## src/ndps_pkg.sv

```systemverilog
package ndps_pkg;

	localparam int unsigned POS_W = 6;
	localparam int unsigned VAL_W = 16;
	localparam int unsigned SUM_W = 32;
	localparam int unsigned ACT_W = 16;
	localparam int unsigned FRAC_W = 24;
	localparam int unsigned LUT_IDX_W = 5;

	typedef logic signed [VAL_W-1:0] value_t;
	typedef logic signed [SUM_W-1:0] sum_t;
	typedef logic [ACT_W-1:0] act_t;

	typedef enum logic {
		MODE_LOAD = 1'b0,
		MODE_ELEM = 1'b1
	} mode_t;

	// sum clamp window for the activation, [-8, 8) in Q8.24
	localparam sum_t CLAMP_LO = 32'shF800_0000;
	localparam sum_t CLAMP_HI = 32'sh07FF_FFFF;

	localparam sum_t SUM_MAX = 32'sh7FFF_FFFF;
	localparam sum_t SUM_MIN = 32'sh8000_0000;

	// activation bounds, the first and last table points
	localparam act_t ACT_MIN = 16'd23;
	localparam act_t ACT_MID = 16'd32768;
	localparam act_t ACT_MAX = 16'd65513;

	// element beat held between the weight read and the multiplier
	typedef struct packed {
		logic   last;
		logic   in_range;
		value_t value;
	} elem_t;

	// finished dot product handed to the activation path
	typedef struct packed {
		sum_t sum;
		logic sat;
	} sum_beat_t;

	// sigmoid at the integer points -8..8, unsigned Q0.16
	function automatic act_t sig_lut(input logic [LUT_IDX_W-1:0] k);
		act_t r;
		case (k)
			5'd0:    r = 16'd23;
			5'd1:    r = 16'd61;
			5'd2:    r = 16'd165;
			5'd3:    r = 16'd445;
			5'd4:    r = 16'd1193;
			5'd5:    r = 16'd3135;
			5'd6:    r = 16'd7854;
			5'd7:    r = 16'd17665;
			5'd8:    r = 16'd32768;
			5'd9:    r = 16'd47871;
			5'd10:   r = 16'd57682;
			5'd11:   r = 16'd62401;
			5'd12:   r = 16'd64343;
			5'd13:   r = 16'd65091;
			5'd14:   r = 16'd65371;
			5'd15:   r = 16'd65475;
			5'd16:   r = 16'd65513;
			default: r = 16'd65513;
		endcase
		return r;
	endfunction

endpackage

```

## src/ndps_item_if.sv

```systemverilog
interface ndps_item_if;
	import ndps_pkg::*;

	logic                valid;
	logic                ready;
	logic                mode;
	logic [POS_W-1:0]    position;
	value_t              value;
	logic                last;

	modport source (output valid, output mode, output position, output value, output last,
		input ready);
	modport sink (input valid, input mode, input position, input value, input last,
		output ready);
endinterface

```

## src/ndps_result_if.sv

```systemverilog
interface ndps_result_if;
	import ndps_pkg::*;

	logic   valid;
	logic   ready;
	act_t   activation;
	sum_t   weighted_sum;
	logic   saturated;

	modport source (output valid, output activation, output weighted_sum, output saturated,
		input ready);
	modport sink (input valid, input activation, input weighted_sum, input saturated,
		output ready);
endinterface

```

## src/neuron_dot_product_sigmoid_unit.sv

```systemverilog
// Single neuron: a weight store, a saturating multiply-accumulate and a sigmoid
// activation, streaming one beat per clock. An item beat with mode 0 writes its
// Q4.12 value into the weight store at position (ignored at or beyond NUM_WEIGHTS);
// mode 1 multiplies the value by the stored weight at the same position and adds
// the Q8.24 product into a 32-bit accumulator that clamps at its limits. A mode 1
// beat with last set emits one result beat: the saturated sum, a flag that any add
// of the vector clamped, and the sigmoid of the sum as unsigned Q0.16 (17-point
// table over [-8, 8) with linear interpolation); the accumulator then clears.
// Weights must be written before they are used; the store is not cleared at reset.
// Throughput is one item per cycle while the result path has room, set by the
// accumulate loop. After its last element is taken, a result beat passes these
// registers in order: weight read, multiply, accumulate, table lookup with
// interpolation multiply, then the output register. The item side keeps taking beats
// while a result waits, until the result path itself fills up.
module neuron_dot_product_sigmoid_unit #(
	parameter int unsigned NUM_WEIGHTS = 64
) (
	input  logic           clk,
	input  logic           arst_n,
	ndps_item_if.sink      item,
	ndps_result_if.source  result
);
	import ndps_pkg::*;

	// address width of the weight store, at least one bit
	localparam int unsigned AW = (NUM_WEIGHTS > 1) ? $clog2(NUM_WEIGHTS) : 1;

	// item acceptance and weight store access
	logic          accept;
	logic          in_range;
	logic [AW-1:0] addr;
	logic          wr_en;
	logic          rd_en;

	// stage 1: element waiting for its weight
	logic          valid_s1;
	logic          last_s1;
	logic          in_range_s1;
	value_t        value_s1;
	value_t        weight;
	elem_t         elem;
	logic          mac_ready;

	// accumulator to activation hand-off
	logic          sum_valid;
	logic          sum_ready;
	sum_beat_t     sum_beat;

	assign item.ready = !valid_s1 || mac_ready;
	assign accept     = item.valid && item.ready;

	// positions past the store are dropped for loads and contribute zero for elements
	assign in_range = 32'(item.position) < 32'(NUM_WEIGHTS);
	assign addr     = AW'(item.position);
	assign wr_en    = accept && (item.mode == MODE_LOAD) && in_range;
	assign rd_en    = accept && (item.mode == MODE_ELEM);

	ndps_weight_mem #(
		.DEPTH (NUM_WEIGHTS),
		.AW    (AW)
	) u_weight_mem (
		.clk     (clk),
		.wr_en   (wr_en),
		.wr_addr (addr),
		.wr_data (item.value),
		.rd_en   (rd_en),
		.rd_addr (addr),
		.rd_data (weight)
	);

	// stage 1 lines up with the registered weight read; loads never enter it
	always_ff @(posedge clk or negedge arst_n) begin
		if (!arst_n) begin
			valid_s1 <= 1'b0;
		end else if (item.ready) begin
			valid_s1 <= rd_en;
		end
	end

	always_ff @(posedge clk) begin
		if (rd_en) begin
			last_s1     <= item.last;
			in_range_s1 <= in_range;
			value_s1    <= item.value;
		end
	end

	assign elem.last     = last_s1;
	assign elem.in_range = in_range_s1;
	assign elem.value    = value_s1;

	// multiply and saturating accumulate
	ndps_mac u_mac (
		.clk        (clk),
		.arst_n     (arst_n),
		.elem_valid (valid_s1),
		.elem_ready (mac_ready),
		.elem       (elem),
		.weight     (weight),
		.sum_valid  (sum_valid),
		.sum_ready  (sum_ready),
		.sum_beat   (sum_beat)
	);

	// clamp, table lookup, interpolation and the output register
	ndps_sigmoid u_sigmoid (
		.clk       (clk),
		.arst_n    (arst_n),
		.sum_valid (sum_valid),
		.sum_ready (sum_ready),
		.sum_beat  (sum_beat),
		.result    (result)
	);

`ifndef SYNTHESIS
	// a weight write never coincides with an element read
	assert property (@(posedge clk) disable iff (!arst_n)
		!(wr_en && rd_en))
		else $error("weight write and read in the same cycle");

	// an empty stage 1 never blocks the item side
	assert property (@(posedge clk) disable iff (!arst_n)
		!valid_s1 |-> item.ready)
		else $error("item side stalled with stage 1 empty");
`endif
endmodule

```

## src/ndps_weight_mem.sv

```systemverilog
module ndps_weight_mem #(
	parameter int unsigned DEPTH = 64,
	parameter int unsigned AW = 6
) (
	input  logic                   clk,
	input  logic                   wr_en,
	input  logic [AW-1:0]          wr_addr,
	input  ndps_pkg::value_t       wr_data,
	input  logic                   rd_en,
	input  logic [AW-1:0]          rd_addr,
	output ndps_pkg::value_t       rd_data
);
	import ndps_pkg::*;

	value_t mem [DEPTH];
	value_t rd_data_q;

	always_ff @(posedge clk) begin
		if (wr_en) begin
			mem[wr_addr] <= wr_data;
		end
	end

	always_ff @(posedge clk) begin
		if (rd_en) begin
			rd_data_q <= mem[rd_addr];
		end
	end

	assign rd_data = rd_data_q;
endmodule

```

## src/ndps_mac.sv

```systemverilog
module ndps_mac (
	input  logic                  clk,
	input  logic                  arst_n,
	input  logic                  elem_valid,
	output logic                  elem_ready,
	input  ndps_pkg::elem_t       elem,
	input  ndps_pkg::value_t      weight,
	output logic                  sum_valid,
	input  logic                  sum_ready,
	output ndps_pkg::sum_beat_t   sum_beat
);
	import ndps_pkg::*;

	logic      valid_s2;
	logic      last_s2;
	sum_t      prod_s2;

	sum_t      acc_q;
	logic      ovf_q;

	logic      valid_s3;
	sum_beat_t beat_s3;

	logic                acc_ready;
	logic                adv_s2;
	logic signed [SUM_W:0] wide_sum;
	logic                ovf_add;
	sum_t                acc_next;
	logic                ovf_next;

	assign acc_ready  = !valid_s3 || sum_ready;
	assign adv_s2     = valid_s2 && acc_ready;
	assign elem_ready = !valid_s2 || acc_ready;

	// multiplier stage, out-of-range elements contribute nothing
	always_ff @(posedge clk or negedge arst_n) begin
		if (!arst_n) begin
			valid_s2 <= 1'b0;
		end else if (elem_ready) begin
			valid_s2 <= elem_valid;
		end
	end

	always_ff @(posedge clk) begin
		if (elem_ready && elem_valid) begin
			last_s2 <= elem.last;
			prod_s2 <= elem.in_range ? SUM_W'(elem.value * weight) : '0;
		end
	end

	// saturating accumulate
	always_comb begin
		wide_sum = {acc_q[SUM_W-1], acc_q} + {prod_s2[SUM_W-1], prod_s2};
		ovf_add  = wide_sum[SUM_W] != wide_sum[SUM_W-1];
		if (!ovf_add) begin
			acc_next = wide_sum[SUM_W-1:0];
		end else if (wide_sum[SUM_W]) begin
			acc_next = SUM_MIN;
		end else begin
			acc_next = SUM_MAX;
		end
		ovf_next = ovf_q || ovf_add;
	end

	always_ff @(posedge clk or negedge arst_n) begin
		if (!arst_n) begin
			acc_q <= '0;
			ovf_q <= 1'b0;
		end else if (adv_s2) begin
			if (last_s2) begin
				acc_q <= '0;
				ovf_q <= 1'b0;
			end else begin
				acc_q <= acc_next;
				ovf_q <= ovf_next;
			end
		end
	end

	always_ff @(posedge clk or negedge arst_n) begin
		if (!arst_n) begin
			valid_s3 <= 1'b0;
		end else if (acc_ready) begin
			valid_s3 <= adv_s2 && last_s2;
		end
	end

	always_ff @(posedge clk) begin
		if (adv_s2 && last_s2) begin
			beat_s3.sum <= acc_next;
			beat_s3.sat <= ovf_next;
		end
	end

	assign sum_valid = valid_s3;
	assign sum_beat  = beat_s3;

`ifndef SYNTHESIS
	// a closing element leaves a clean accumulator behind
	assert property (@(posedge clk) disable iff (!arst_n)
		adv_s2 && last_s2 |=> acc_q == '0 && !ovf_q)
		else $error("accumulator not cleared after last element");

	// a closing element that never clamped gives a result beat with no saturation flag
	assert property (@(posedge clk) disable iff (!arst_n)
		adv_s2 && last_s2 && !ovf_next |=> valid_s3 && !beat_s3.sat)
		else $error("result beat lost or flag mismatch");
`endif
endmodule

```

## src/ndps_sigmoid.sv

```systemverilog
module ndps_sigmoid (
	input  logic                  clk,
	input  logic                  arst_n,
	input  logic                  sum_valid,
	output logic                  sum_ready,
	input  ndps_pkg::sum_beat_t   sum_beat,
	ndps_result_if.source         result
);
	import ndps_pkg::*;

	logic              valid_s4;
	act_t              base_s4;
	act_t              interp_s4;
	sum_beat_t         beat_s4;

	logic              valid_q;
	act_t              act_q;
	sum_beat_t         beat_q;

	sum_t                      clamped;
	logic [SUM_W-5:0]          offset;
	logic [LUT_IDX_W-1:0]      seg;
	logic [FRAC_W-1:0]         frac;
	act_t                      base;
	act_t                      diff;
	logic [ACT_W+FRAC_W-1:0]   prod;
	logic                      out_free;
	logic                      adv_s4;

	assign out_free  = !valid_q || result.ready;
	assign adv_s4    = valid_s4 && out_free;
	assign sum_ready = !valid_s4 || out_free;

	// clamp to [-8, 8), shift up by 8, split into segment and fraction, look up and interpolate
	always_comb begin
		if (sum_beat.sum < CLAMP_LO) begin
			clamped = CLAMP_LO;
		end else if (sum_beat.sum > CLAMP_HI) begin
			clamped = CLAMP_HI;
		end else begin
			clamped = sum_beat.sum;
		end
		offset = {~clamped[SUM_W-5], clamped[SUM_W-6:0]};
		seg    = {1'b0, offset[SUM_W-5:FRAC_W]};
		frac   = offset[FRAC_W-1:0];
		base   = sig_lut(seg);
		diff   = sig_lut(seg + LUT_IDX_W'(1)) - base;
		prod   = (ACT_W+FRAC_W)'(diff) * (ACT_W+FRAC_W)'(frac);
	end

	always_ff @(posedge clk or negedge arst_n) begin
		if (!arst_n) begin
			valid_s4 <= 1'b0;
		end else if (sum_ready) begin
			valid_s4 <= sum_valid;
		end
	end

	always_ff @(posedge clk) begin
		if (sum_ready && sum_valid) begin
			base_s4   <= base;
			interp_s4 <= prod[ACT_W+FRAC_W-1:FRAC_W];
			beat_s4   <= sum_beat;
		end
	end

	always_ff @(posedge clk or negedge arst_n) begin
		if (!arst_n) begin
			valid_q <= 1'b0;
		end else if (out_free) begin
			valid_q <= valid_s4;
		end
	end

	always_ff @(posedge clk) begin
		if (adv_s4) begin
			act_q  <= base_s4 + interp_s4;
			beat_q <= beat_s4;
		end
	end

	assign result.valid        = valid_q;
	assign result.activation   = act_q;
	assign result.weighted_sum = beat_q.sum;
	assign result.saturated    = beat_q.sat;

`ifndef SYNTHESIS
	// interpolation never leaves the table's span
	assert property (@(posedge clk) disable iff (!arst_n)
		valid_q |-> act_q >= ACT_MIN && act_q <= ACT_MAX)
		else $error("activation outside table range");

	// sign of the sum decides which half of the curve we are on
	assert property (@(posedge clk) disable iff (!arst_n)
		valid_q && !beat_q.sum[SUM_W-1] |-> act_q >= ACT_MID)
		else $error("non-negative sum gave activation below one half");

	assert property (@(posedge clk) disable iff (!arst_n)
		valid_q && beat_q.sum[SUM_W-1] |-> act_q <= ACT_MID)
		else $error("negative sum gave activation above one half");
`endif
endmodule

```

## src/flat_wrapper.sv

```systemverilog
// flat-port wrapper written by rule: the top's interface ports become plain ports
module neuron_dot_product_sigmoid_unit_flat import ndps_pkg::*;
#(
	parameter int unsigned NUM_WEIGHTS = 64
)
  (clk, arst_n, item_valid, item_mode, item_position, item_value, item_last, item_ready, result_valid, result_activation, result_weighted_sum, result_saturated, result_ready);
  ndps_item_if item_i ();
  ndps_result_if result_i ();
  input  logic clk;
  input  logic arst_n;
  input wire logic [$bits(item_i.valid)-1:0] item_valid;
  input wire logic [$bits(item_i.mode)-1:0] item_mode;
  input wire logic [$bits(item_i.position)-1:0] item_position;
  input wire logic [$bits(item_i.value)-1:0] item_value;
  input wire logic [$bits(item_i.last)-1:0] item_last;
  output wire logic [$bits(item_i.ready)-1:0] item_ready;
  output wire logic [$bits(result_i.valid)-1:0] result_valid;
  output wire logic [$bits(result_i.activation)-1:0] result_activation;
  output wire logic [$bits(result_i.weighted_sum)-1:0] result_weighted_sum;
  output wire logic [$bits(result_i.saturated)-1:0] result_saturated;
  input wire logic [$bits(result_i.ready)-1:0] result_ready;
  assign item_i.valid = item_valid;
  assign item_i.mode = item_mode;
  assign item_i.position = item_position;
  assign item_i.value = item_value;
  assign item_i.last = item_last;
  assign item_ready = item_i.ready;
  assign result_valid = result_i.valid;
  assign result_activation = result_i.activation;
  assign result_weighted_sum = result_i.weighted_sum;
  assign result_saturated = result_i.saturated;
  assign result_i.ready = result_ready;
  neuron_dot_product_sigmoid_unit #(.NUM_WEIGHTS(NUM_WEIGHTS)) u_core (.clk(clk), .arst_n(arst_n), .item(item_i), .result(result_i));
endmodule
```

## config.mk

```make
export PLATFORM = sky130hd
export DESIGN_NAME = neuron_dot_product_sigmoid_unit_flat
export DESIGN_NICKNAME = d
export VERILOG_FILES = /design/src/ndps_pkg.sv /design/src/ndps_item_if.sv /design/src/ndps_result_if.sv /design/src/neuron_dot_product_sigmoid_unit.sv /design/src/ndps_weight_mem.sv /design/src/ndps_mac.sv /design/src/ndps_sigmoid.sv /design/src/flat_wrapper.sv
export SDC_FILE = /design/constraint.sdc
export NUM_CORES = 2
export LEC_CHECK = 0
export BUFFER_PORTS_ARGS = -buffer_cell sky130_fd_sc_hd__buf_2
export CAP_MARGIN = 20
export CELL_PAD_IN_SITES_DETAIL_PLACEMENT = 0
export CELL_PAD_IN_SITES_GLOBAL_PLACEMENT = 1
export CORE_AREA = 2 2 395 397
export DETAILED_ROUTE_END_ITERATION = 10
export DIE_AREA = 0 0 397 399
export PLACE_DENSITY = 0.8
export SYNTH_ARGS = -nofsm -noshare
export SYNTH_HDL_FRONTEND = slang
export SYNTH_HIERARCHICAL = 1
export SYNTH_SLANG_ARGS = --single-unit
```

## constraint.sdc

```tcl
create_clock -name clk -period 9.9 [get_ports clk]
set_clock_uncertainty 0.2 [all_clocks]
set_input_delay 1.485 -clock clk [delete_from_list [all_inputs] [get_ports clk]]
set_output_delay 1.485 -clock clk [all_outputs]
set_load 0.02 [all_outputs]
```

==> impl_summary.log <==
INFO  metric core_region_area = 154000 um^2
INFO  metric critPathMaxFanout = 6
INFO  metric wl_per_cell = 23.2 um
INFO  metric first_iter_violations = 4062
INFO  metric floorplan.initialDensity = 48.9%
INFO  metric dominantRegCellSynth = edfxtp_1
INFO  metric dpl_cell_area = 78400 um^2
INFO  metric period_share = 99.8%
INFO  metric vias_per_cell = 5.75
INFO  metric setup.reg_to_reg.worst_slack = 0.02 ns
INFO  metric floorplan.die_area = 158000 um^2
INFO  metric synth-edff-count = 1235
INFO  metric clkLatencyLatePin = 0.78 ns
INFO  metric width_of_the_chip = 397 um
INFO  metric synth_warnings = 6
INFO  metric critical_path_class = reg2reg
INFO  metric slew_violations = 0
INFO  metric antenna_found_initial = 6
INFO  metric final_layout_size_suffix_gt1_share = 15.5%
INFO  metric worstSetupEndpointType = register
INFO  metric hp-class = reg2reg
INFO  metric globalRoute.totalOverflow = 0
INFO  metric clk_pin_slew_worst_paths = 0.06 ns
INFO  metric hold_end = u_core/u_sigmoid/result.weighted_sum[20]
INFO  metric std_cell_rows = 144
INFO  metric grt_setup_unrepaired = yes
INFO  metric place.gp.congestion = 0.897
INFO  metric ctsLongestPathBuffers = 3
INFO  metric area_added_between_synthesis_and_finish = 10.9%
INFO  metric synthTopCellsByArea = edfxtp_1, fa_1, mux4_2, ha_1, inv_1
INFO  metric ctsRootBufferMaster = clkbuf_16
INFO  metric synth_sequential_area_ratio = 50.6%
INFO  metric cp_data_arrival_time = 10.17 ns
INFO  metric hold-path-cell-count = 0
INFO  metric top_cell_type_by_total_area_after_synthesis = edfxtp_1
INFO  metric finalHoldViolations = 0
INFO  metric cts-buffers-inserted = 130
INFO  metric dpl.hpwl = 124 mm
INFO  metric rr_endpoint = u_core/u_sigmoid/interp_s4[11]
INFO  metric cts_sinks = 1273
INFO  metric via_count_of_the_first_global_routing_pass = 46.5k
INFO  metric source_of_the_worst_register_to_register_timing_path = u_core/u_mac/sum_beat[31]
INFO  metric synthDominantCellAreaShare = 49.3%
INFO  metric finish.instance_area = 83400 um^2
INFO  metric synth_cell_type_count = 107
INFO  metric worst_ep_required_time = 10.19 ns
INFO  metric timing.critical_path.mode_cell = fa_1
INFO  metric period_needed = 9.88 ns
INFO  metric path_buf_inv = 9
INFO  metric post_synth_instance_area = 75200 um^2
INFO  metric rr_worst_depth = 41
INFO  metric run_status = completed
INFO  metric gr-usage-all-layers = 23.6%
INFO  metric worst_path_dominant_cell_family = adder cells
INFO  metric postRouteAntennaNets = 0
INFO  metric boundaryPins = 79
INFO  metric post_synth_inst_count = 5570
INFO  metric cts_max_level = 4
INFO  metric synth-seq-cells = 1273
INFO  metric crit_path_max_incr_delay = 0.58 ns
INFO  metric wl = 183 mm
INFO  metric post_synth.cell_area_avg = 13.5 um^2
INFO  metric maximum_number_of_pins_on_one_net_before_global_route_repair = 93
INFO  metric fmax = 101 MHz
INFO  metric port_buffers = 78
INFO  metric drt-pass1-iter-count = 6
INFO  metric remaining_drc_errors = 0
INFO  metric setup.worst_path.start_class = register
INFO  metric drv.max_cap_violation_count = 0
INFO  metric via_count = 45.4k
INFO  metric cts_tree = done
INFO  metric design.final.nets = 6600
INFO  metric report.final.setup_viol = 0
INFO  metric crit_path_top_delay_cell = fa_1
INFO  metric maxSlewHeadroom = 19.8%
INFO  metric synth-async-reset-ratio = 2.99%
INFO  metric min_from = u_core/u_sigmoid/beat_s4[21]
INFO  metric worstMarginPinSlew = 1.19 ns
INFO  metric grt_pass1_wl = 283 mm
INFO  metric die_h = 399 um
state kept, by name, summed over array words and instances (netlist names):
register	flops
u_core/last_s1	1
u_core/u_sigmoid/base_s4	14
u_core/u_sigmoid/result.activation	16
u_core/u_mac/ovf_q	1
u_core/u_weight_mem/mem	1024
u_core/u_weight_mem/rd_data	16
u_core/u_sigmoid/result.saturated	1
u_core/u_mac/valid_s2	1
u_core/u_sigmoid/result.weighted_sum	32
u_core/value_s1	16
u_core/u_sigmoid/interp_s4	16
u_core/u_mac/sum_beat	33
u_core/u_sigmoid/beat_s4	33
u_core/u_mac/last_s2	1
u_core/valid_s1	1
u_core/u_mac/acc_q	32
u_core/u_mac/prod_s2	32
u_core/u_mac/sum_valid	1
u_core/u_sigmoid/result.valid	1
u_core/u_sigmoid/valid_s4	1
layout make-up:
type | count | area, um^2
well taps | 2044 | 2560
repair buffers | 309 | 2350
flip-flops and latches | 1273 | 38000
diodes | 4 | 10.0
inverters | 754 | 2830
fillers | 12440 | 70300
clock buffers | 173 | 3470
multi-input cells | 3273 | 33400
clock inverters | 52 | 759
layout by cell type, fill, tap and decap left out, types with 20 or more instances in the layout:
master,synthesis,routed
clkbuf_1,156,37
and2_1,159,157
nor3_1,45,37
nor2b_1,48,48
buf_4,14,213
mux2i_1,89,88
nand4_1,53,53
mux2_2,28,28
a22oi_1,42,42
nand2_1,508,502
a31oi_1,41,38
o211ai_1,22,22
fa_1,570,564
o21ai_0,127,118
dfrtp_1,38,38
xor2_1,36,36
a21oi_1,118,112
mux4_2,220,220
nor2_1,265,247
o21a_1,36,36
edfxtp_1,1235,1235
xnor2_1,65,59
nor4_1,23,21
a211oi_1,23,22
inv_1,752,744
buf_2,54,75
and3_1,32,32
nand2b_1,43,43
nand3_1,104,103
clkbuf_16,0,133
ha_1,261,251
a221oi_1,21,20
o211ai_2,21,21
a21o_1,41,40
stage by stage:
stage,TNS (ns),instances,setup slack (ns),util [%],hold WS (ns)
final,0,7882,0.0206,54.3,0.212
after global routing,-2.45,7878,-0.282,54.3,0.222
after CTS,0,7853,0.00613,53.9,0.214
after detailed placement,-0.463,7623,-0.0880,51.0,0.205
after global placement,-0.778,7621,-0.128,51.0,0.201
after floorplan,0,5574,0.0398,-,0.200
cells in the mapped netlist, drive strengths merged, types with 49 or more instances:
| library cell | instances |
|---|---|
| mux2i | 91 |
| nand3 | 105 |
| buf | 112 |
| clkbuf | 162 |
| inv | 753 |
| nor2b | 49 |
| nor2 | 268 |
| mux4 | 224 |
| nand2 | 510 |
| edfxtp | 1235 |
| fa | 570 |
| o21ai | 144 |
| a21oi | 124 |
| nand4 | 54 |
| xnor2 | 66 |
| and2 | 160 |
| ha | 261 |
cells by family (layout without fill, tap and decap cells):
family                     count (synthesis)  in the layout  synth area share [%]
buffers and inverters                   1028           1288                  5.75
muxes                                    343            343                  8.38
other                                      1              9               0.00499
xor gates and xnor gates                 102            102                  1.20
adders and majority gates                831            831                  19.5
and+or+nand+nor                         1348           1348                  8.59
AOI/OAI and AO/OA                        644            644                  5.97
DFF                                     1273           1273                  50.6
worst reg2reg max path: cells and delay by family (launching register included):
kind	cells	cell delay, ns
adder cells (fa/ha/maj)	11	4.47
AO/OA/AOI/OAI	11	2.02
AND/OR/NAND/NOR	8	1.39
buffers and inverters	9	0.76
flip-flops	1	0.42
multiplexers	1	0.23
XOR/XNOR	1	0.15
metal layers:
metal	vias up	share of wire [%]	GRT usage [%]
li1	19925	-	-
met1	23358	42	32.7
met2	1752	48	38.6
met3	316	6.9	3.59
met4	6	3.3	7.34
met5	-	0.020	0
repair_timing:
item / 4_1_cts / 5_1_grt
resized for setup: 13 / 77
pin swaps: 9 / 34
hold buffers: 0 / 0
gates cloned: 0 / 3
buffers inserted: 5 / 20
setup endpoints to repair: 12 / 16
worst max-delay path by stage:
| stage | endpoint | depth (start not counted) | startpoint |
|---|---|---|---|
| after floorplan | u_core/u_sigmoid/interp_s4[12] | 41 | u_core/u_mac/sum_beat[31] |
| after global placement | u_core/u_sigmoid/interp_s4[9] | 39 | u_core/u_mac/sum_beat[31] |
| after detailed placement | u_core/u_sigmoid/interp_s4[15] | 40 | u_core/u_mac/sum_beat[31] |
| after CTS | u_core/u_sigmoid/interp_s4[15] | 40 | u_core/u_mac/sum_beat[28] |
| after global routing | u_core/u_sigmoid/interp_s4[12] | 41 | u_core/u_mac/sum_beat[31] |
| final | u_core/u_sigmoid/interp_s4[11] | 41 | u_core/u_mac/sum_beat[31] |
Power is not shown: default switching activity piles up to over one toggle a cycle in this logic, so the estimate is an artifact.
